### src/sv/qae_pkg.sv
// shared widths, register codes, side-band structs and arctangent table
`timescale 1ns / 1ps
`default_nettype none
package qae_pkg;
    localparam int DATA_W           = 16;
    localparam int ROWS_W           = 5;
    localparam int PROD_W           = 32;
    localparam int SUM_W            = 34;
    localparam int MAG_W            = 25;
    localparam int SQR_W            = 50;
    localparam int SQ_W             = 52;
    localparam int ROOT_W           = 26;
    localparam int SREM_W           = 29;
    localparam int XY_W             = 28;
    localparam int Z_W              = 32;
    localparam int ANG_W            = 33;
    localparam int PRD_W            = 58;
    localparam int NUM_W            = 59;
    localparam int Q_W              = 34;
    localparam int DREM_W           = 26;
    localparam int SCL_W            = 50;
    localparam int RSH              = 26;
    localparam int OUT_W            = 23;
    localparam int OUT_SAT          = 4194303;
    localparam int TDATA_W          = 88;
    localparam int CFG_AW           = 3;
    localparam int ATAN_ENTRIES     = 24;
    localparam int MAX_ROWS_DEF     = 16;
    localparam int CORDIC_STEPS_DEF = 16;

    typedef enum logic [CFG_AW-1:0] {
        REG_TARGET_X  = 3'd0,
        REG_TARGET_Y  = 3'd1,
        REG_TARGET_Z  = 3'd2,
        REG_TARGET_W  = 3'd3,
        REG_STRENGTH  = 3'd4,
        REG_BOUND     = 3'd5
    } cfg_reg_t;

    typedef struct packed {
        logic                  ok;
        logic [MAG_W-1:0]      ew;
        logic [2:0][MAG_W-1:0] mag;
        logic [2:0]            neg;
    } sq_side_t;

    typedef struct packed {
        logic                  ok;
        logic                  tiny;
        logic [ROOT_W-1:0]     s;
        logic [2:0][MAG_W-1:0] mag;
        logic [2:0]            neg;
    } cd_side_t;

    typedef struct packed {
        logic       ok;
        logic       tiny;
        logic [2:0] neg;
    } dv_side_t;

    // atan(2^-i) in q.30
    function automatic logic [Z_W-1:0] atan_q30(input int idx);
        logic [Z_W-1:0] v;
        case (idx)
            0:  v = 32'd843314857;
            1:  v = 32'd497837829;
            2:  v = 32'd263043837;
            3:  v = 32'd133525159;
            4:  v = 32'd67021687;
            5:  v = 32'd33543516;
            6:  v = 32'd16775851;
            7:  v = 32'd8388437;
            8:  v = 32'd4194283;
            9:  v = 32'd2097149;
            10: v = 32'd1048576;
            11: v = 32'd524288;
            12: v = 32'd262144;
            13: v = 32'd131072;
            14: v = 32'd65536;
            15: v = 32'd32768;
            16: v = 32'd16384;
            17: v = 32'd8192;
            18: v = 32'd4096;
            19: v = 32'd2048;
            20: v = 32'd1024;
            21: v = 32'd512;
            22: v = 32'd256;
            23: v = 32'd128;
            default: v = '0;
        endcase
        return v;
    endfunction

    // magnitude rounded half away from zero to q.20
    function automatic logic [MAG_W-1:0] rnd_mag(input logic signed [SUM_W-1:0] v);
        logic [SUM_W-1:0] m;
        logic [SUM_W-1:0] r;
        m = v[SUM_W-1] ? SUM_W'(-v) : SUM_W'(v);
        r = (m + SUM_W'(128)) >> 8;
        return r[MAG_W-1:0];
    endfunction
endpackage
`default_nettype wire

### src/sv/qae_cordic_cell.sv
// one vectoring step of the pipelined arctangent
`timescale 1ns / 1ps
`default_nettype none
module qae_cordic_cell
    import qae_pkg::*;
#(
    parameter int STEP   = 0,
    parameter int SIDE_W = 1
) (
    input  wire logic                   aclk,
    input  wire logic                   aresetn,
    input  wire logic                   en,
    input  wire logic                   valid_i,
    input  wire logic signed [XY_W-1:0] x_i,
    input  wire logic signed [XY_W-1:0] y_i,
    input  wire logic signed [Z_W-1:0]  z_i,
    input  wire logic [SIDE_W-1:0]      side_i,
    output logic                        valid_o,
    output logic signed [XY_W-1:0]      x_o,
    output logic signed [XY_W-1:0]      y_o,
    output logic signed [Z_W-1:0]       z_o,
    output logic [SIDE_W-1:0]           side_o
);
    localparam logic [Z_W-1:0] ANGLE = atan_q30(STEP);

    logic                   valid_reg;
    logic signed [XY_W-1:0] x_reg;
    logic signed [XY_W-1:0] y_reg;
    logic signed [Z_W-1:0]  z_reg;
    logic [SIDE_W-1:0]      side_reg;
    logic signed [XY_W-1:0] dx;
    logic signed [XY_W-1:0] dy;

    assign dx = y_i >>> STEP;
    assign dy = x_i >>> STEP;

    always_ff @(posedge aclk) begin
        if (!aresetn) begin
            valid_reg <= 1'b0;
        end else if (en) begin
            valid_reg <= valid_i;
        end
    end

    always_ff @(posedge aclk) begin
        if (en) begin
            if (y_i > 0) begin
                x_reg <= x_i + dx;
                y_reg <= y_i - dy;
                z_reg <= z_i + signed'(ANGLE);
            end else begin
                x_reg <= x_i - dx;
                y_reg <= y_i + dy;
                z_reg <= z_i - signed'(ANGLE);
            end
            side_reg <= side_i;
        end
    end

    assign valid_o = valid_reg;
    assign x_o     = x_reg;
    assign y_o     = y_reg;
    assign z_o     = z_reg;
    assign side_o  = side_reg;
endmodule
`default_nettype wire

### config.mk
export PLATFORM = sky130hd
export DESIGN_NAME = qae_cordic_cell
export DESIGN_NICKNAME = d
export VERILOG_FILES = /design/src/sv/qae_pkg.sv /design/src/sv/qae_cordic_cell.sv
export SDC_FILE = /design/constraint.sdc
export NUM_CORES = 1
export LEC_CHECK = 0
export BUFFER_PORTS_ARGS = -buffer_cell sky130_fd_sc_hd__buf_2
export CORE_ASPECT_RATIO = 1.25
export CORE_UTILIZATION = 53
export CTS_CLUSTER_DIAMETER = 200
export DETAILED_ROUTE_END_ITERATION = 10
export GPL_ROUTABILITY_DRIVEN = 0
export GPL_TIMING_DRIVEN = 0
export PLACE_DENSITY = 0.76
export RECOVER_POWER = 25
export SETUP_SLACK_MARGIN = 0.02
export SLEW_MARGIN = 20
export SYNTH_ARGS = -nofsm -noshare
export SYNTH_HDL_FRONTEND = slang
export SYNTH_SLANG_ARGS = --single-unit
### constraint.sdc
create_clock -name aclk -period 14.45 [get_ports aclk]
set_input_delay 2.89 -clock aclk [delete_from_list [all_inputs] [get_ports aclk]]
set_output_delay 2.89 -clock aclk [all_outputs]
set_load 0.01 [all_outputs]
==> flow_metrics.tcl <==
set metrics [dict create \
    synth.most_common_cell "ha_1" \
    postCtsSetupBuffers 0 \
    die_h_um 150 \
    yosysSeqAreaShare_pct 28.6 \
    synthMuxAreaShare_pct 1.40 \
    grt_max_degree 56 \
    tns_ns 0 \
    maxCapViolCount 2 \
    cp_num_buf_inv 3 \
    rsz0062_at_grt "false" \
    min_period_ns 7.77 \
    synth_fa_ha_area_share_pct 15.8 \
    skew_ns 0 \
    slowest_delay_ns 0.62 \
    violations "capacitance limit, slew limit" \
    drt_wl_total_um 28000 \
    p_per_area_mw_per_mm2 91.0 \
    grt_use_met2_pct 52.6 \
    path_class "in2reg" \
    yosysWarnings 0 \
    synth.area.top_cells "edfxtp_1, ha_1, xnor2_1" \
    dieArea_sq_mm 0.0181 \
    async_flop_share_pct 0 \
    cts_tree "yes" \
    cts_hold_buf 0 \
    vias 9352 \
    first_global_vias 8654 \
    area_growth_pct 16.1 \
    synth-compound-area-share_pct 25.3 \
    synthCells 1091 \
    relSlewSlack_pct -96.9 \
    max-vdd-ir-drop_mv 0.0580 \
    drt-pass1-iter-count 9 \
    place_worst_setup_slack_ns 6.28 \
    cts_buffers 9 \
    path_cells "buf_2, nor4_1, nand4_1, o21bai_4, clkbuf_1, clkbuf_2, ha_1, a211oi_1, o21ai_0, nand4_1, nand4_1, a41oi_1, a21oi_1, and4b_1, or4_1" \
    crit_family "simple AND/OR/NAND/NOR gates" \
    ant_nets 0 \
    dp_hpwl_um 22600 \
    syn-mean-instance-area_sq_um 8.54 \
    yosys_register_bits 89 \
    clockBufferDepth 2 \
    syn_nets 1299 \
    cp_common_cell "nand4_1" \
    use_met1_pct 38.3 \
    grt_usage_pct 30.8 \
    max_freq_ghz 0.129 \
    yosys.area_share.simple_pct 16.3 \
    start_kind "input port" \
    antenna_found_initial 0 \
    setup_viol 0 \
    fp.dieW_um 121 \
    drcViolationCount 0 \
    htreeDepth 3 \
    grt_pass1_wl_um 43900 \
    clock_sinks 89 \
    slowest_stage "clkbuf_2" \
    worst-slew-pin-transition_ns 2.95 \
    yosys-top-cells-count "ha_1, a21oi_1, inv_1" \
    synth_area_leader_cell "edfxtp_1" \
    start_util_pct 54.7 \
    via_per_inst 6.19 \
    wire_per_inst_um 18.5 \
    drtIter0Drc 1006 \
    clk_latency_ns 0.34 \
    place_area_sq_mm 0.0106 \
    ios 183 \
    final_core_util_pct 63.5 \
    cp.required_ns 14.54 \
    synth_top_area_share_pct 28.4 \
    synth_top_family_by_area "compound AO/OA/AOI/OAI gates" \
    slew_viol_final 92 \
    drive_above_1_share_pct 17.1 \
    arrival_ns 7.86 \
    rows 53 \
    busiest_layer "met2" \
    setup_ws_ns 6.68 \
    clkSlewWorstSetupHoldPaths_ns 0.07 \
    root_buffer "clkbuf_16" \
    final_nets 1494 \
    ys_types 69 \
    n_antenna_cell 0 \
    synth-xor-area-share_pct 7.05 \
    outcome "complete, but fails checks" \
    cts_resized 0 \
    crit_path_max_fanout 24 \
    port_buffers 182 \
    final_cell_area_sq_mm 0.0108 \
    hold_path_class "reg2reg" \
    synth_flop_cell "edfxtp_1" \
    whs_ns 0.530 \
    min_period_over_period_pct 53.8 \
    syn_area_sq_mm 0.00932 \
    gr-total-overflow 0 \
    p_leak_nw 4.84 \
    synth_edf_count 88 \
    crit_path_end_kind "flip-flop" \
    coreArea_sq_mm 0.0170 \
    grtUsageMet3_pct 4.17 \
    hold_viol_final 0 \
]
[power breakdown]
group | switching [mW] | internal, mW
clock network | 0.110 | 0.120
registers | 0.0105 | 0.342
logic | 0.248 | 0.155
total | 0.368 | 0.617
[layout make-up]
| class | count | area [sq um] |
|---|---|---|
| plain buffers | 42 | 171 |
| clock buffers | 9 | 225 |
| clock inverters | 7 | 58.8 |
| fillers | 1517 | 6220 |
| inverters | 95 | 357 |
| multi-input cells | 865 | 6130 |
| flip-flops and latches | 89 | 2660 |
| well taps | 220 | 275 |
| repair buffers | 184 | 938 |
[flip-flops by register name, summed over array words and instances, names as in the netlist]
register	cells
x_o	28
y_o	27
valid_o	1
z_o	32
side_o	1
[through the flow]
stage / total power, mW / instances
6_report: 0.985 / 1511
5_1_grt: 1.04 / 1511
4_1_cts: 0.982 / 1511
3_5_place_dp: 0.752 / 1495
3_3_place_gp: 0.744 / 1493
2_1_floorplan: 0.614 / 1091
[final timing paths]
check	end	slack, ns	depth (start not counted)	startpoint
max	z_o[25]$_DFFE_PP_	6.68	15	y_i[23]
min	valid_o$_SDFFE_PN0P_	0.53	2	valid_o$_SDFFE_PN0P_
max reg2reg	valid_o$_SDFFE_PN0P_	13.80	2	valid_o$_SDFFE_PN0P_
min reg2reg	valid_o$_SDFFE_PN0P_	0.53	2	valid_o$_SDFFE_PN0P_
[cells in the final DEF, fill, tap and decap left out, types with 21 or more instances in the layout]
| cell | count |
|---|---|
| a21oi_1 | 102 |
| buf_2 | 182 |
| nand2_1 | 62 |
| xnor2_1 | 61 |
| nand2b_1 | 21 |
| nand3_1 | 21 |
| ha_1 | 111 |
| o21ai_0 | 76 |
| edfxtp_1 | 88 |
| nor2_1 | 82 |
| clkbuf_1 | 34 |
| nor3_1 | 26 |
| a21o_1 | 33 |
| inv_1 | 90 |
[metal layers]
layer / up-vias / routed length [um]
met4: 0 / 1250
met2: 562 / 13300
met3: 95 / 2510
li1: 4415 / -
met1: 4280 / 10900
met5: - / 0
[cell families after synthesis]
| group | Yosys count |
|---|---|
| and+or+nand+nor | 301 |
| adders and majority gates | 115 |
| xor gates and xnor gates | 75 |
| muxes | 13 |
| AOI/OAI and AO/OA | 361 |
| buffers and inverters | 137 |
| DFF | 89 |
[worst min-delay path, delay by kind of cell, from the launching register on]
family / cells / cell delay [ns]
muxes: 1 / 0.07
and+or+nand+nor: 1 / 0.09
DFF: 1 / 0.33
No activity file was read; power rests on OpenSTA's default activity.
