## config.mk

```make
export PLATFORM = sky130hd
export DESIGN_NAME = qae_div_cell
export DESIGN_NICKNAME = d
export VERILOG_FILES = /design/src/sv/qae_pkg.sv /design/src/sv/qae_div_cell.sv
export SDC_FILE = /design/constraint.sdc
export NUM_CORES = 1
export LEC_CHECK = 0
export BUFFER_PORTS_ARGS = -buffer_cell sky130_fd_sc_hd__buf_2
export CORE_MARGIN = 10
export CORE_UTILIZATION = 38
export DETAILED_ROUTE_END_ITERATION = 8
export PLACE_DENSITY = 0.65
export SLEW_MARGIN = 30
export SYNTH_ARGS = -nofsm -noshare
export SYNTH_HDL_FRONTEND = slang
export SYNTH_SLANG_ARGS = --single-unit
```

## constraint.sdc

```tcl
create_clock -name aclk -period 3.15 [get_ports aclk]
set_input_delay 0.4725 -clock aclk [delete_from_list [all_inputs] [get_ports aclk]]
set_output_delay 0.4725 -clock aclk [all_outputs]
set_load 0.05 [all_outputs]
```

## src/sv/qae_pkg.sv

```systemverilog
// shared widths, register codes, side-band structs and arctangent table
`timescale 1ns / 1ps
`default_nettype none
package qae_pkg;
    localparam int DATA_W           = 16;
    localparam int ROWS_W           = 5;
    localparam int PROD_W           = 32;
    localparam int SUM_W            = 34;
    localparam int MAG_W            = 25;
    localparam int SQR_W            = 50;
    localparam int SQ_W             = 52;
    localparam int ROOT_W           = 26;
    localparam int SREM_W           = 29;
    localparam int XY_W             = 28;
    localparam int Z_W              = 32;
    localparam int ANG_W            = 33;
    localparam int PRD_W            = 58;
    localparam int NUM_W            = 59;
    localparam int Q_W              = 34;
    localparam int DREM_W           = 26;
    localparam int SCL_W            = 50;
    localparam int RSH              = 26;
    localparam int OUT_W            = 23;
    localparam int OUT_SAT          = 4194303;
    localparam int TDATA_W          = 88;
    localparam int CFG_AW           = 3;
    localparam int ATAN_ENTRIES     = 24;
    localparam int MAX_ROWS_DEF     = 16;
    localparam int CORDIC_STEPS_DEF = 16;

    typedef enum logic [CFG_AW-1:0] {
        REG_TARGET_X  = 3'd0,
        REG_TARGET_Y  = 3'd1,
        REG_TARGET_Z  = 3'd2,
        REG_TARGET_W  = 3'd3,
        REG_STRENGTH  = 3'd4,
        REG_BOUND     = 3'd5
    } cfg_reg_t;

    typedef struct packed {
        logic                  ok;
        logic [MAG_W-1:0]      ew;
        logic [2:0][MAG_W-1:0] mag;
        logic [2:0]            neg;
    } sq_side_t;

    typedef struct packed {
        logic                  ok;
        logic                  tiny;
        logic [ROOT_W-1:0]     s;
        logic [2:0][MAG_W-1:0] mag;
        logic [2:0]            neg;
    } cd_side_t;

    typedef struct packed {
        logic       ok;
        logic       tiny;
        logic [2:0] neg;
    } dv_side_t;

    // atan(2^-i) in q.30
    function automatic logic [Z_W-1:0] atan_q30(input int idx);
        logic [Z_W-1:0] v;
        case (idx)
            0:  v = 32'd843314857;
            1:  v = 32'd497837829;
            2:  v = 32'd263043837;
            3:  v = 32'd133525159;
            4:  v = 32'd67021687;
            5:  v = 32'd33543516;
            6:  v = 32'd16775851;
            7:  v = 32'd8388437;
            8:  v = 32'd4194283;
            9:  v = 32'd2097149;
            10: v = 32'd1048576;
            11: v = 32'd524288;
            12: v = 32'd262144;
            13: v = 32'd131072;
            14: v = 32'd65536;
            15: v = 32'd32768;
            16: v = 32'd16384;
            17: v = 32'd8192;
            18: v = 32'd4096;
            19: v = 32'd2048;
            20: v = 32'd1024;
            21: v = 32'd512;
            22: v = 32'd256;
            23: v = 32'd128;
            default: v = '0;
        endcase
        return v;
    endfunction

    // magnitude rounded half away from zero to q.20
    function automatic logic [MAG_W-1:0] rnd_mag(input logic signed [SUM_W-1:0] v);
        logic [SUM_W-1:0] m;
        logic [SUM_W-1:0] r;
        m = v[SUM_W-1] ? SUM_W'(-v) : SUM_W'(v);
        r = (m + SUM_W'(128)) >> 8;
        return r[MAG_W-1:0];
    endfunction
endpackage
`default_nettype wire

```

## src/sv/qae_div_cell.sv

```systemverilog
// one quotient bit of the three-lane pipelined divider
`timescale 1ns / 1ps
`default_nettype none
module qae_div_cell
    import qae_pkg::*;
#(
    parameter int SIDE_W = 1
) (
    input  wire logic                   aclk,
    input  wire logic                   aresetn,
    input  wire logic                   en,
    input  wire logic                   valid_i,
    input  wire logic [2:0][DREM_W-1:0] rem_i,
    input  wire logic [2:0][Q_W-1:0]    sh_i,
    input  wire logic [ROOT_W-1:0]      d_i,
    input  wire logic [SIDE_W-1:0]      side_i,
    output logic                        valid_o,
    output logic [2:0][DREM_W-1:0]      rem_o,
    output logic [2:0][Q_W-1:0]         sh_o,
    output logic [ROOT_W-1:0]           d_o,
    output logic [SIDE_W-1:0]           side_o
);
    logic                   valid_reg;
    logic [2:0][DREM_W-1:0] rem_reg;
    logic [2:0][Q_W-1:0]    sh_reg;
    logic [ROOT_W-1:0]      d_reg;
    logic [SIDE_W-1:0]      side_reg;
    logic [2:0][DREM_W:0]   t;
    logic [2:0][DREM_W:0]   diff;
    logic [2:0]             ge;

    always_comb begin
        for (int i = 0; i < 3; i++) begin
            t[i]    = {rem_i[i], sh_i[i][Q_W-1]};
            ge[i]   = (t[i] >= (DREM_W+1)'(d_i));
            diff[i] = t[i] - (DREM_W+1)'(d_i);
        end
    end

    always_ff @(posedge aclk) begin
        if (!aresetn) begin
            valid_reg <= 1'b0;
        end else if (en) begin
            valid_reg <= valid_i;
        end
    end

    always_ff @(posedge aclk) begin
        if (en) begin
            for (int i = 0; i < 3; i++) begin
                rem_reg[i] <= ge[i] ? diff[i][DREM_W-1:0] : t[i][DREM_W-1:0];
                sh_reg[i]  <= {sh_i[i][Q_W-2:0], ge[i]};
            end
            d_reg    <= d_i;
            side_reg <= side_i;
        end
    end

    assign valid_o = valid_reg;
    assign rem_o   = rem_reg;
    assign sh_o    = sh_reg;
    assign d_o     = d_reg;
    assign side_o  = side_reg;
endmodule
`default_nettype wire

```

==> metrics.md <==
| Metric | Value |
|---|---|
| Adder-Cell Fraction of Synth Area | 0.0930 |
| Max-cap violations | 0 |
| Worst-path clk slew | 70 ps |
| Mean post-synth cell area | 12.4 um2 |
| Global-route wire length before repair | between 50000 and 60000 um |
| Initial antenna violation count | 12 |
| 1st-pass router iterations | 4 |
| Status | completed |
| Power per cell area | about 600 nW/um2 |
| Initial DRC Count | 380 |
| Post-layout util | 0.544 |
| Synth top area share | 0.558 |
| Worst vdd ir | ~420 uV |
| Die Y | 191 um |
| Worst Slack Setup Final | 180 ps |
| CTS H-Tree Depth | 1 |
| Hold Slack | 130 ps |
| Syn Inst Count | 896 |
| Synth Area in Compound Gates | 0.147 |
| Initial core utilization | 0.386 |
| Maximum clock frequency | roughly 340 MHz |
| Fin. max-slew vios | 0 |
| Sequential standard cell area | 6240 um2 |
| DP Cell Count | 1824 |
| Post-synthesis xor/xnor area fraction | 0.0519 |
| CTS tree | yes |
| Total GRT Usage | 0.209 |
| Die extent in x | 191 um |
| Synth Register Bits | 208 |
| Net Count, Synth | 1188 |
| Fillers | approximately 2600 |
| CTS Buf Count | 24 |
| Post-Syn Area | 11100 um2 |
| Post-DR vias/cell | just over 5 |
| Final WL | 40400 um |
| Routability congestion estimate | 0.941 |
| Main area contributors after synthesis | edfxtp_1 56%, ha_1 8.8%, o21ai_0 3.4%, a21o_1 3.2%, nand2_1 3.0% |
| Main flop type after synthesis | edfxtp_1 |
| Part of the Yosys area used for sequential elements | 0.560 |
| Post-layout nets | about 1800 |
| DR WL/cell | between 20 and 25 um |
| Detailed Place HPWL | 33600 um |
| Number of remaining DRC errors | 0 |
| Congestion Overflow GR | 0 |
| Bufs on Longest Clock Path | 3 |
| WP data arrival | around 3200 ps |
| Clk sinks | around 210 |
| Tightest Pin Transition | 599 ps |
| Vias in the first global route | 9591 |
| Top cells by count, synth | 207 x edfxtp_1, 88 x nand2_1, 78 x ha_1 |
| Most common cell in the netlist | edfxtp_1 |
| Worst skew pair latency | 510 ps |
| Post-synth ARST share | 0 |
| # IOs | 419 |
| Root Driver | clkbuf_16 |
| IO Port Bufs | roughly 420 |
| Synth-to-Final Area Change | 40.9% |
| Number of flops mapped to enable cells by yosys | roughly 210 |
| Final count of hold timing violations | 0 |
| Die area | 36600 um2 |
| Final Non-Filler Cells | 1875 |
| Type of the most critical hold path | input port to flip-flop |
| Crit end category | flip-flop |
| Clock skew | 0 ps |
| CP Launch Type | input port |
| Layout cell share with drive strength beyond 1 | 0.441 |
| Combinational family with the most area after synthesis | compound AO/OA/AOI/OAI gates |
| Count of final setup violators | 0 |
| Largest net degree at the start of global routing | 88 |
| ANT nets after route | 0 |
| Synthesized-area fraction occupied by and/or/nand/nor cells | 0.0860 |
| Yosys warns | 0 |
| LEAKAGE | approximately 7.3 nW |
| Final Critical Period | just under 3000 ps |
| Area of the multi-input gates | 4760 um2 |
| Vias | 9439 |
| Post-synthesis mux area share | 0.0404 |
| Place WS | -432 ps |
| Relative slew slack | 0.596 |
| Period utilization | 0.943 |
| Req. time, crit path | 3420 ps |
| Setup TNS | 0 ps |
| Dominant cell type by area after synthesis | edfxtp_1 |
| Row cnt | 62 |
| Kind of critical path | input port to flip-flop |
| CORE AREA | 28900 um2 |
| Crit-path max FO | 4 |
| Distinct cells, synth | 65 |
-- cell families after synthesis --
group / after synthesis
AOI/OAI and AO/OA: 251
DFF: 208
and+or+nand+nor: 197
adders and majority gates: 81
xor gates and xnor gates: 66
buffers and inverters: 59
muxes: 34
-- metal layers --
metal | global-route usage | vias to the layer above | wire (um)
li1 | - | 4572 | -
met1 | 0.235 | 4469 | 15300
met2 | 0.373 | 317 | 20200
met3 | 0.0747 | 65 | 4000
met4 | 0.0466 | 16 | 836
met5 | 0 | - | 105
-- worst paths after layout --
path                            cells after the start            startpoint                   end  slack, ps
worst max-delay path                               13                d_i[1]   rem_o[48]$_DFFE_PP_        180
worst min-delay path                                1              sh_i[13]    sh_o[14]$_DFFE_PP_        130
worst max register to register                      2  valid_o$_SDFFE_PN0P_  valid_o$_SDFFE_PN0P_       2550
worst min register to register                      2  valid_o$_SDFFE_PN0P_  valid_o$_SDFFE_PN0P_        530
-- timing repair --
action,CTS,global route
resized for setup,0,10
hold buffers,0,0
setup endpoints to repair,0,19
setup buffers,0,4
-- registers in the layout, indices dropped and copies added, names as in the netlist --
name	count
sh_o	102
d_o	26
side_o	1
valid_o	1
rem_o	78
-- final cells by class --
cell class	instances	share of cell area
clock inverters	15	0.00845
diodes	5	0.000797
repair buffers	565	0.209
inverters	42	0.0103
multi-input cells	629	0.303
flip-flops and latches	208	0.397
well taps	384	0.0306
clock buffers	27	0.0403
-- worst max-delay path, stage by stage --
cell        delay, ps
buf_2             110
clkinvlp_4        160
buf_12            170
fa_2              370
a21o_1            210
a221oi_4          280
a22o_4            160
o21ai_2            60
a2111o_1          410
a31o_1            220
a311oi_1          260
nor3_1             90
mux2_4            250
-- power by group --
group          switching (mW)  total (mW)  internal [mW]
clock network            1.14        2.74           1.60
registers              0.0756        3.51           3.43
logic                    2.10        3.14           1.04
total                    3.32        9.39           6.08
-- through the flow --
step / cell area, um2 / power, mW
after floorplan: 11200 / 5.63
after global placement: 14800 / 6.68
after detailed placement: 14800 / 6.71
after CTS: 15600 / 9.48
after global routing: 15700 / 9.81
final: 15700 / 9.39
-- placed cells by master (no fill, tap or decap), types with 4 or more instances in the layout --
cell type and instances:
buf_2 417, edfxtp_1 207, buf_4 141, nand2_1 88, ha_1 76, o21ai_0 74, a21oi_1 54, a21o_1 48
inv_1 39, xor2_1 37, xnor2_1 29, nor2_1 26, clkbuf_16 25, mux2_4 19, nand2b_1 12, and3_1 12
mux2_2 12, nor3_1 10, nand4_1 10, nor2b_1 9, and4_1 7, a31oi_1 7, o21a_1 7, clkinv_1 7
nand3_1 6, o31ai_1 6, buf_12 6, diode_2 5, a211o_1 4, o21bai_1 4, o31a_1 4, and2_1 4
Power figures use the tool's default switching activity.
