[config.mk]
export PLATFORM = sky130hd
export DESIGN_NAME = qae_sqrt_cell
export DESIGN_NICKNAME = d
export VERILOG_FILES = /design/src/sv/qae_pkg.sv /design/src/sv/qae_sqrt_cell.sv
export SDC_FILE = /design/constraint.sdc
export NUM_CORES = 1
export LEC_CHECK = 0
export ABC_AREA = 1
export BUFFER_PORTS_ARGS = -buffer_cell sky130_fd_sc_hd__clkbuf_2
export CAP_MARGIN = 20
export CORE_UTILIZATION = 25
export CTS_BUF_LIST = sky130_fd_sc_hd__clkbuf_4 sky130_fd_sc_hd__clkbuf_8
export DETAILED_ROUTE_END_ITERATION = 6
export GPL_ROUTABILITY_DRIVEN = 1
export HOLD_SLACK_MARGIN = 0.06
export PLACE_DENSITY_LB_ADDON = 0.08
export SKIP_LAST_GASP = 1
export SYNTH_ARGS = -nofsm -noshare
export SYNTH_HDL_FRONTEND = slang
export SYNTH_SLANG_ARGS = --single-unit
[constraint.sdc]
create_clock -name aclk -period 2.6 [get_ports aclk]
set_input_delay 0.52 -clock aclk [delete_from_list [all_inputs] [get_ports aclk]]
set_output_delay 0.52 -clock aclk [all_outputs]
set_load 0.05 [all_outputs]
[src/sv/qae_pkg.sv]
// shared widths, register codes, side-band structs and arctangent table
`timescale 1ns / 1ps
`default_nettype none
package qae_pkg;
    localparam int DATA_W           = 16;
    localparam int ROWS_W           = 5;
    localparam int PROD_W           = 32;
    localparam int SUM_W            = 34;
    localparam int MAG_W            = 25;
    localparam int SQR_W            = 50;
    localparam int SQ_W             = 52;
    localparam int ROOT_W           = 26;
    localparam int SREM_W           = 29;
    localparam int XY_W             = 28;
    localparam int Z_W              = 32;
    localparam int ANG_W            = 33;
    localparam int PRD_W            = 58;
    localparam int NUM_W            = 59;
    localparam int Q_W              = 34;
    localparam int DREM_W           = 26;
    localparam int SCL_W            = 50;
    localparam int RSH              = 26;
    localparam int OUT_W            = 23;
    localparam int OUT_SAT          = 4194303;
    localparam int TDATA_W          = 88;
    localparam int CFG_AW           = 3;
    localparam int ATAN_ENTRIES     = 24;
    localparam int MAX_ROWS_DEF     = 16;
    localparam int CORDIC_STEPS_DEF = 16;

    typedef enum logic [CFG_AW-1:0] {
        REG_TARGET_X  = 3'd0,
        REG_TARGET_Y  = 3'd1,
        REG_TARGET_Z  = 3'd2,
        REG_TARGET_W  = 3'd3,
        REG_STRENGTH  = 3'd4,
        REG_BOUND     = 3'd5
    } cfg_reg_t;

    typedef struct packed {
        logic                  ok;
        logic [MAG_W-1:0]      ew;
        logic [2:0][MAG_W-1:0] mag;
        logic [2:0]            neg;
    } sq_side_t;

    typedef struct packed {
        logic                  ok;
        logic                  tiny;
        logic [ROOT_W-1:0]     s;
        logic [2:0][MAG_W-1:0] mag;
        logic [2:0]            neg;
    } cd_side_t;

    typedef struct packed {
        logic       ok;
        logic       tiny;
        logic [2:0] neg;
    } dv_side_t;

    // atan(2^-i) in q.30
    function automatic logic [Z_W-1:0] atan_q30(input int idx);
        logic [Z_W-1:0] v;
        case (idx)
            0:  v = 32'd843314857;
            1:  v = 32'd497837829;
            2:  v = 32'd263043837;
            3:  v = 32'd133525159;
            4:  v = 32'd67021687;
            5:  v = 32'd33543516;
            6:  v = 32'd16775851;
            7:  v = 32'd8388437;
            8:  v = 32'd4194283;
            9:  v = 32'd2097149;
            10: v = 32'd1048576;
            11: v = 32'd524288;
            12: v = 32'd262144;
            13: v = 32'd131072;
            14: v = 32'd65536;
            15: v = 32'd32768;
            16: v = 32'd16384;
            17: v = 32'd8192;
            18: v = 32'd4096;
            19: v = 32'd2048;
            20: v = 32'd1024;
            21: v = 32'd512;
            22: v = 32'd256;
            23: v = 32'd128;
            default: v = '0;
        endcase
        return v;
    endfunction

    // magnitude rounded half away from zero to q.20
    function automatic logic [MAG_W-1:0] rnd_mag(input logic signed [SUM_W-1:0] v);
        logic [SUM_W-1:0] m;
        logic [SUM_W-1:0] r;
        m = v[SUM_W-1] ? SUM_W'(-v) : SUM_W'(v);
        r = (m + SUM_W'(128)) >> 8;
        return r[MAG_W-1:0];
    endfunction
endpackage
`default_nettype wire

[src/sv/qae_sqrt_cell.sv]
// one digit cell of the pipelined integer square root
`timescale 1ns / 1ps
`default_nettype none
module qae_sqrt_cell
    import qae_pkg::*;
#(
    parameter int SIDE_W = 1
) (
    input  wire logic              aclk,
    input  wire logic              aresetn,
    input  wire logic              en,
    input  wire logic              valid_i,
    input  wire logic [SQ_W-1:0]   rad_i,
    input  wire logic [SREM_W-1:0] rem_i,
    input  wire logic [ROOT_W-1:0] root_i,
    input  wire logic [SIDE_W-1:0] side_i,
    output logic                   valid_o,
    output logic [SQ_W-1:0]        rad_o,
    output logic [SREM_W-1:0]      rem_o,
    output logic [ROOT_W-1:0]      root_o,
    output logic [SIDE_W-1:0]      side_o
);
    logic              valid_reg;
    logic [SQ_W-1:0]   rad_reg;
    logic [SREM_W-1:0] rem_reg;
    logic [ROOT_W-1:0] root_reg;
    logic [SIDE_W-1:0] side_reg;
    logic [SREM_W-1:0] t;
    logic [SREM_W-1:0] trial;
    logic              ge;

    always_comb begin
        t     = {rem_i[SREM_W-3:0], rad_i[SQ_W-1 -: 2]};
        trial = SREM_W'({root_i, 2'b01});
        ge    = (t >= trial);
    end

    always_ff @(posedge aclk) begin
        if (!aresetn) begin
            valid_reg <= 1'b0;
        end else if (en) begin
            valid_reg <= valid_i;
        end
    end

    always_ff @(posedge aclk) begin
        if (en) begin
            rad_reg  <= {rad_i[SQ_W-3:0], 2'b00};
            rem_reg  <= ge ? (t - trial) : t;
            root_reg <= {root_i[ROOT_W-2:0], ge};
            side_reg <= side_i;
        end
    end

    assign valid_o = valid_reg;
    assign rad_o   = rad_reg;
    assign rem_o   = rem_reg;
    assign root_o  = root_reg;
    assign side_o  = side_reg;
endmodule
`default_nettype wire

==> reports/metrics.csv, run 1 <==
metric,value,unit
status,completed,
fin_crit,2.05,ns
viasPerCell,3.96,
ys_types,26,
h-tree-depth,3,
synth_top_area_share,0.540,
clkLatencyLatePin,0.40,ns
finClkSkew,0,ns
wirelength,17400,um
seq_area_frac_synth,0.543,
r2r-end,valid_o,
final_common_cell,nand2_1,
dp_worst_setup_slack,0.0946,ns
power.internal,2.86,mW
placementRows,55,
ctsHoldBuffers,0,
n_antenna_cell,0,
via_count,4955,
first_pass_iters,5,
r2r_slack,1.96,ns
drt_iter0_markers,252,
path_clk_slew,0.14,ns
critPathLaunch,root_i[1],
cts_setup_buffers,0,
clock-sinks,107,
antenna_found_initial,0,
dpl.cell_count,1234,
leakage,4.07,nW
start_util,0.257,
ant_nets,0,
die_y,156,um
wl_met3,1070,um
dieArea,0.0242,mm^2
grt_max_degree,36,
drive_gt1_frac,0.280,
final_nets,1072,
tritoncts.num_buffers,9,
die_x,156,um
arrival,2.22,ns
ys_seq_elements,107,
crit_type,input port to register,
max_freq,0.487,GHz
wl_met1,8240,um
pin_count,221,
fin_crit_sh,0.790,
port_buffers,216,
syn_inst,692,
maxCapViolCount,0,
p_sw,1.89,mW
setup_viol,0,
total_power,4.75,mW
cts_root_buffer,clkbuf_8,
fin_cells,1250,
setup_ws,0.547,ns
worstSetupEndpointType,register,
reg2reg_depth,2,
path_max_fanout,4,
fp.coreArea,0.0229,mm^2
tns,0,ns
cts_max_path_buffers,2,
seqPwrFrac,0.450,
grt_pass1_vias,4872,
start_kind,input port,
gp_congestion,0.830,
grt_pass1_wl,27100,um
cp_data_required_time,2.76,ns
finalHoldViolCount,0,
r2r-start,valid_o,
cts_resized,0,
synth_area_leaders,"edfxtp_1, nand2_1, inv_1",
wl_per_cell,13.9,um
syn_area,0.00590,mm^2
syn_avg_cell_area,8.52,um^2
synth_top_area_cell,edfxtp_1,
drc,0,
grt_util_all_layers,0.148,
cts_tree,built,
hold_path_class,input port to register,
hold_slack,0.276,ns
crit_top_cell,nand2_1,
report.final.slew_viol_count,0,
p_per_area,619,mW/mm^2
cp_slowest_stage_delay,0.34,ns
dpl.hpwl,14000,um
power.share.clock,0.228,
vdd_drop_max,205,uV
hp-start,root_i[19],
yosys_warnings,0,
wl_met2,7860,um
path_cells,clkbuf_2 -> inv_1 -> ha_1 -> nand2_1 -> nand2_1 -> or2_2 -> nand2_1 -> nand3_1 -> buf_4 -> xor2_1 -> nand2_1 -> nand2_1,
mostFrequentLayoutCells,"nand2_1, clkbuf_2, inv_1, edfxtp_1, nor2_1",
rsz0062_at_grt,no,
crit_slowest_cell,or2_2,
area_delta_synth_final,30.1,%
grt_overflow,0,
swShare,0.397,
highest_layer,met4,
share_comb_of_total_power,0.322,
num-fill-cells,2532,
crit_path_end,rem_o[12],
-- worst max-delay path, delay by kind of cell --
family	cells	cell delay, ns
xor gates and xnor gates	1	0.13
adders and majority gates	1	0.33
buffers and inverters	3	0.35
and+or+nand+nor	7	0.90
-- worst min path at each step --
stage                            end  depth (start not counted)
after floorplan              valid_o                          1
after global placement       valid_o                          2
after detailed placement     valid_o                          2
after CTS                  rad_o[18]                          1
after global routing       rad_o[12]                          1
final                     root_o[20]                          1
-- sequential cells by signal, summed over array words and instances (netlist names) --
register  cells
rem_o        29
side_o        1
valid_o       1
root_o       26
rad_o        50
-- power by group through the flow --
stage               Sequential, mW  Clock, mW  Combinational, mW
global placement              2.18          0               1.55
global route                  2.16       1.19               1.67
CTS                           2.14       1.15               1.55
finish                        2.14       1.08               1.53
detailed placement            2.18          0               1.55
floorplan                     2.78          0              0.480
-- cells in the mapped netlist --
library cell	instances
nand2_1	278
inv_1	142
edfxtp_1	106
nor2_1	40
nand3_1	33
ha_1	28
a21oi_1	14
xor2_1	13
nand3b_1	5
nand4_1	5
nor2_2	5
buf_4	4
o21ai_0	4
buf_6	3
a21oi_2	1
clkinv_1	1
conb_1	1
dfxtp_1	1
inv_4	1
nand2_2	1
nand2_4	1
nor3_1	1
o21ai_2	1
or2_2	1
xnor2_1	1
xor2_2	1
-- per-stage QoR --
| step | cell area, um^2 | utilization |
|---|---|---|
| 6_report | 7670 | 0.335 |
| 3_5_place_dp | 7480 | 0.326 |
| 4_1_cts | 7670 | 0.335 |
| 5_1_grt | 7670 | 0.335 |
| 3_3_place_gp | 7480 | 0.326 |
| 2_1_floorplan | 5900 | - |
-- final cells by class --
class | count | area, um^2 | area share
multi-input cells | 435 | 2090 | 0.273
well taps | 313 | 392 | 0.0511
flip-flops and latches | 107 | 3200 | 0.418
clock inverters | 7 | 66.3 | 0.00864
inverters | 144 | 543 | 0.0708
clock buffers | 9 | 124 | 0.0161
repair buffers | 235 | 1250 | 0.163
-- layer usage --
| metal | global-route usage | vias to the layer above |
|---|---|---|
| li1 | - | 2623 |
| met1 | 0.198 | 2151 |
| met2 | 0.239 | 169 |
| met3 | 0.0319 | 12 |
| met4 | 0.0481 | 0 |
| met5 | 0 | - |
-- cell families (layout without fill, tap and decap cells) --
group | count (synthesis) | count (layout) | synth area share
xor+xnor | 15 | 15 | 0.0235
buf+inv | 151 | 395 | 0.103
simple gates | 370 | 370 | 0.252
compound gates | 20 | 20 | 0.0182
other cells | 1 | 2 | 0.000636
flops | 107 | 107 | 0.543
fa+ha+maj | 28 | 28 | 0.0594
Power figures use the tool's default switching activity.
==> run 2: changes to the inputs <==
- clock period: 2.6 -> 1.65 ns (I/O delays scaled with it)
==> run 2 against run 1 <==
Against the previous run: register-to-register slack got worse by 0.95 ns; sequential share of layout area down 6.7 points; flip-flop and latch count did not move; routed wire length rose by 7.2%; non-clock buffer count increased by 78; largest power group unchanged.
==> reports/metrics.csv, run 2 (same netlist as run 1, synthesis figures left out) <==
metric,value,unit
status,completed,
crit_slowest_cell,ha_4,
port_buffers,216,
area_delta_synth_final,54.8,%
setup_viol,0,
pin_count,221,
worst-path-buf-inv,3,
cts_root_buffer,clkbuf_8,
drt_iter0_markers,244,
utilization,0.398,
path_max_fanout,7,
setup_ws,0.0204,ns
arrival,1.81,ns
grt_overflow,0,
finClkSkew,0,ns
critPathLaunch,rem_i[21],
path_clk_slew,0.13,ns
mostFrequentLayoutCells,"nand2_1, clkbuf_2, inv_1, edfxtp_1, buf_4",
crit_type,input port to register,
drive_gt1_frac,0.466,
path_delay_family,simple AND/OR/NAND/NOR gates,
final_common_cell,nand2_1,
vdd_drop_max,364,uV
finalHoldViolCount,0,
hold_path_class,input port to register,
num-fill-cells,2446,
n_antenna_cell,0,
fp.coreArea,0.0229,mm^2
die_x,156,um
report.final.slew_viol_count,0,
viasPerCell,4.01,
dpl.hpwl,14400,um
tritoncts.num_buffers,9,
cp_slowest_stage_delay,0.27,ns
final_nets,1151,
clkLatencyLatePin,0.39,ns
crit_top_cell,nand2_2,
rsz0062_at_grt,yes,
cts_max_path_buffers,2,
largest_reg_flops,50,
clock-sinks,107,
start_kind,input port,
p_per_area,887,mW/mm^2
wl_per_cell,14.0,um
first_pass_iters,4,
total_power,8.10,mW
grt_max_degree,43,
path_cells,clkbuf_2 -> ha_4 -> nand2_4 -> inv_2 -> nand2_2 -> nand2_2 -> a21oi_2 -> nand2_2 -> nor2_4 -> nand2_8 -> clkbuf_16 -> xor2_2,
grt_util_all_layers,0.151,
gp_congestion,0.814,
fin_crit,1.63,ns
placementRows,55,
dieArea,0.0242,mm^2
antenna_found_initial,0,
via_count,5329,
max_freq,0.614,GHz
fin_crit_sh,0.988,
hp-start,root_i[20],
start_util,0.257,
tns,0,ns
leakage,4.61,nW
grt_pass1_wl,27600,um
grt_pass1_vias,5213,
placed_cell_area,0.00849,mm^2
drc,0,
worstSetupEndpointType,register,
r2r-start,valid_o,
wirelength,18700,um
maxCapViolCount,0,
cts_tree,built,
dp_worst_setup_slack,-0.534,ns
h-tree-depth,3,
cp_data_required_time,1.83,ns
die_y,156,um
design_area,0.00913,mm^2
ant_nets,0,
## run 2: timing repair
action | CTS | global route
buffers inserted | 1 | 7
endpoints found under the setup margin | 29 | 29
resized for setup | 3 | 96
hold buffers | 0 | 0
cloned | 0 | 4
pin swaps | 3 | 41
## run 2: metal layers
layer / GRT usage / part of all wire
met5: 0 / 0
met1: 0.193 / 0.46
met2: 0.256 / 0.47
met4: 0.0448 / 0.011
met3: 0.0306 / 0.060
## run 2: worst register-to-register path: cells and delay by family (launching register included)
family | cells | cell delay [ns]
AOI/OAI and AO/OA | 2 | 0.22
DFF | 1 | 0.32
## run 2: final cells by class
type	count	area, um^2	share of cell area
Clock buffer	9	124	0.0136
Clock inverter	7	71.3	0.00781
Inverter	144	573	0.0628
Multi-Input combinational cell	435	2830	0.310
Sequential cell	107	3200	0.351
Tap cell	313	392	0.0429
Timing Repair Buffer	313	1920	0.211
Timing Repair inverter	1	8.76	0.000959
## run 2: through the flow
step,instances,hold WS [ns]
2_1_floorplan,693,0.423
3_3_place_gp,1301,0.507
3_5_place_dp,1301,0.509
4_1_cts,1318,0.0697
5_1_grt,1329,0.0632
6_report,1329,0.0882
## run 2: final timing paths
| kind | slack (ns) | cells past startpoint | endpoint |
|---|---|---|---|
| setup / recovery | 0.02 | 12 | rem_o[0] |
| hold / removal | 0.09 | 1 | root_o[21] |
| setup reg to reg | 1.01 | 2 | valid_o |
| hold reg to reg | 0.56 | 2 | valid_o |
## run 2: power breakdown
part	internal [mW]	leakage [nW]	total [mW]	switching, mW
clock network	0.592	0.0978	1.71	1.12
logic	0.992	3.46	3.01	2.02
registers	3.31	1.05	3.38	0.0741
==> run 3: changes to the inputs <==
- CELL_PAD_IN_SITES_DETAIL_PLACEMENT: default -> 1
- CELL_PAD_IN_SITES_GLOBAL_PLACEMENT: default -> 1
==> run 3 against run 2 <==
Against the previous run: the flow now finishes with violations (negative setup slack); critical path depth stayed put; final cell count down 0.15%; core utilization down 0.52 points; maximum frequency is 2.6% lower; worst setup slack worse by 0.044 ns; clock skew unchanged; cell area shrank 1.3%; sequential power about the same; critical endpoint is now rem_o[25]; largest cell class unchanged.
==> reports/metrics.csv, run 3 (same netlist as run 1, synthesis figures left out) <==
metric,value,unit
finalHoldViolCount,0,
violations,negative setup slack,
path_delay_family,simple AND/OR/NAND/NOR gates,
grt_max_degree,41,
start_util,0.257,
rsz0062_at_grt,yes,
fin_cells,1327,
multi_input_area,0.00274,mm^2
setup_viol,9,
via_count,5471,
wl_per_cell,14.2,um
total_power,8.04,mW
status,finished with violations,
gp_congestion,0.789,
crit_path_end,rem_o[25],
grt_pass1_vias,5714,
viasPerCell,4.12,
dp_worst_setup_slack,-0.559,ns
r2r_slack,0.97,ns
report.final.slew_viol_count,0,
cp_data_required_time,1.82,ns
placed_cell_area,0.00852,mm^2
placementRows,55,
utilization,0.393,
tritoncts.num_buffers,9,
path_max_fanout,12,
pin_count,221,
p_per_area,893,mW/mm^2
seqPwrFrac,0.420,
final_common_cell,nand2_1,
drc,0,
design_area,0.00901,mm^2
finClkSkew,0,ns
hold_path_class,input port to register,
dpl.cell_count,1304,
clkLatencyLatePin,0.39,ns
grt_overflow,0,
leakage,4.59,nW
port_buffers,216,
share_comb_of_total_power,0.368,
ant_nets,0,
critPathLaunch,root_i[22],
vdd_drop_max,288,uV
worst-path-stages,12,
power.internal,4.92,mW
reg2reg_depth,2,
fin_crit_sh,1.01,
dieArea,0.0242,mm^2
path_clk_slew,0.13,ns
cts_root_buffer,clkbuf_8,
grt_util_all_layers,0.158,
start_kind,input port,
arrival,1.84,ns
ctsHoldBuffers,0,
setup_ws,-0.0233,ns
h-tree-depth,3,
n_antenna_cell,0,
worst-path-buf-inv,3,
grt_pass1_wl,29400,um
crit_type,input port to register,
dpl.hpwl,15300,um
crit_top_cell,nand2_2,
maxCapViolCount,0,
final_nets,1149,
worstSetupEndpointType,register,
wirelength,18900,um
largest_reg_flops,50,
cp_slowest_stage_delay,0.27,ns
cts_tree,built,
clock-sinks,107,
die_y,156,um
r2r-start,valid_o,
cts_max_path_buffers,2,
max_freq,0.598,GHz
power.share.clock,0.212,
antenna_found_initial,0,
area_delta_synth_final,52.8,%
path_cells,buf_8 -> inv_4 -> ha_4 -> a21oi_4 -> nand2_2 -> a21oi_2 -> nand2_2 -> nor2_4 -> nand2_8 -> buf_6 -> nand3_1 -> nand2_1,
mostFrequentLayoutCells,"nand2_1, clkbuf_2, inv_1, edfxtp_1, buf_4",
drive_gt1_frac,0.440,
min_path_cells,1,
first_pass_iters,4,
fin_crit,1.67,ns
fp.coreArea,0.0229,mm^2
swShare,0.389,
num-fill-cells,2780,
r2r-end,valid_o,
crit_slowest_cell,ha_4,
p_sw,3.13,mW
die_x,156,um
drt_iter0_markers,194,
regArea,0.00320,mm^2
-- run 3: final cells by class --
class                   count  share of cell area
clock buffers              10              0.0153
well taps                 313              0.0435
inverters                 144              0.0636
multi-input cells         435               0.304
repair buffers            310               0.209
clock inverters             6             0.00750
repair inverters            2             0.00194
flip-flops and latches    107               0.356
-- run 3: worst min path at each step --
stage | from | endpoint
floorplan | en | valid_o
finish | rad_i[40] | rad_o[42]
detailed placement | rad_i[30] | rad_o[32]
global route | rad_i[8] | rad_o[10]
CTS | rad_i[40] | rad_o[42]
global placement | rad_i[37] | rad_o[39]
-- run 3: what timing repair did --
item,4_1_cts,5_1_grt
gates cloned,0,3
resized for setup,5,56
setup buffers,0,4
pin swaps,1,18
endpoints found under the setup margin,29,29
-- run 3: through the flow --
stage,TNS (ns),hold slack [ns]
after detailed placement,-15.87,0.509
after CTS,-0.175,0.0776
after global routing,-2.86,0.0656
final,-0.0889,0.105
after floorplan,-2.78,0.423
after global placement,-13.93,0.507
-- run 3: power groups by stage --
| stage | Combinational (mW) | Clock (mW) | Sequential, mW |
|---|---|---|---|
| 4_1_cts | 2.89 | 1.82 | 3.38 |
| 5_1_grt | 3.22 | 1.90 | 3.40 |
| 3_5_place_dp | 2.88 | 0 | 3.44 |
| 6_report | 2.96 | 1.71 | 3.37 |
| 2_1_floorplan | 0.937 | 0 | 4.38 |
| 3_3_place_gp | 2.85 | 0 | 3.44 |
-- run 3: routing by layer --
metal / global-route usage / up-vias / part of all wire
met5: 0 / - / 0
met4: 0.0364 / 0 / 0.0089
met3: 0.0311 / 14 / 0.051
met2: 0.270 / 155 / 0.47
met1: 0.205 / 2528 / 0.47
li1: - / 2774 / -
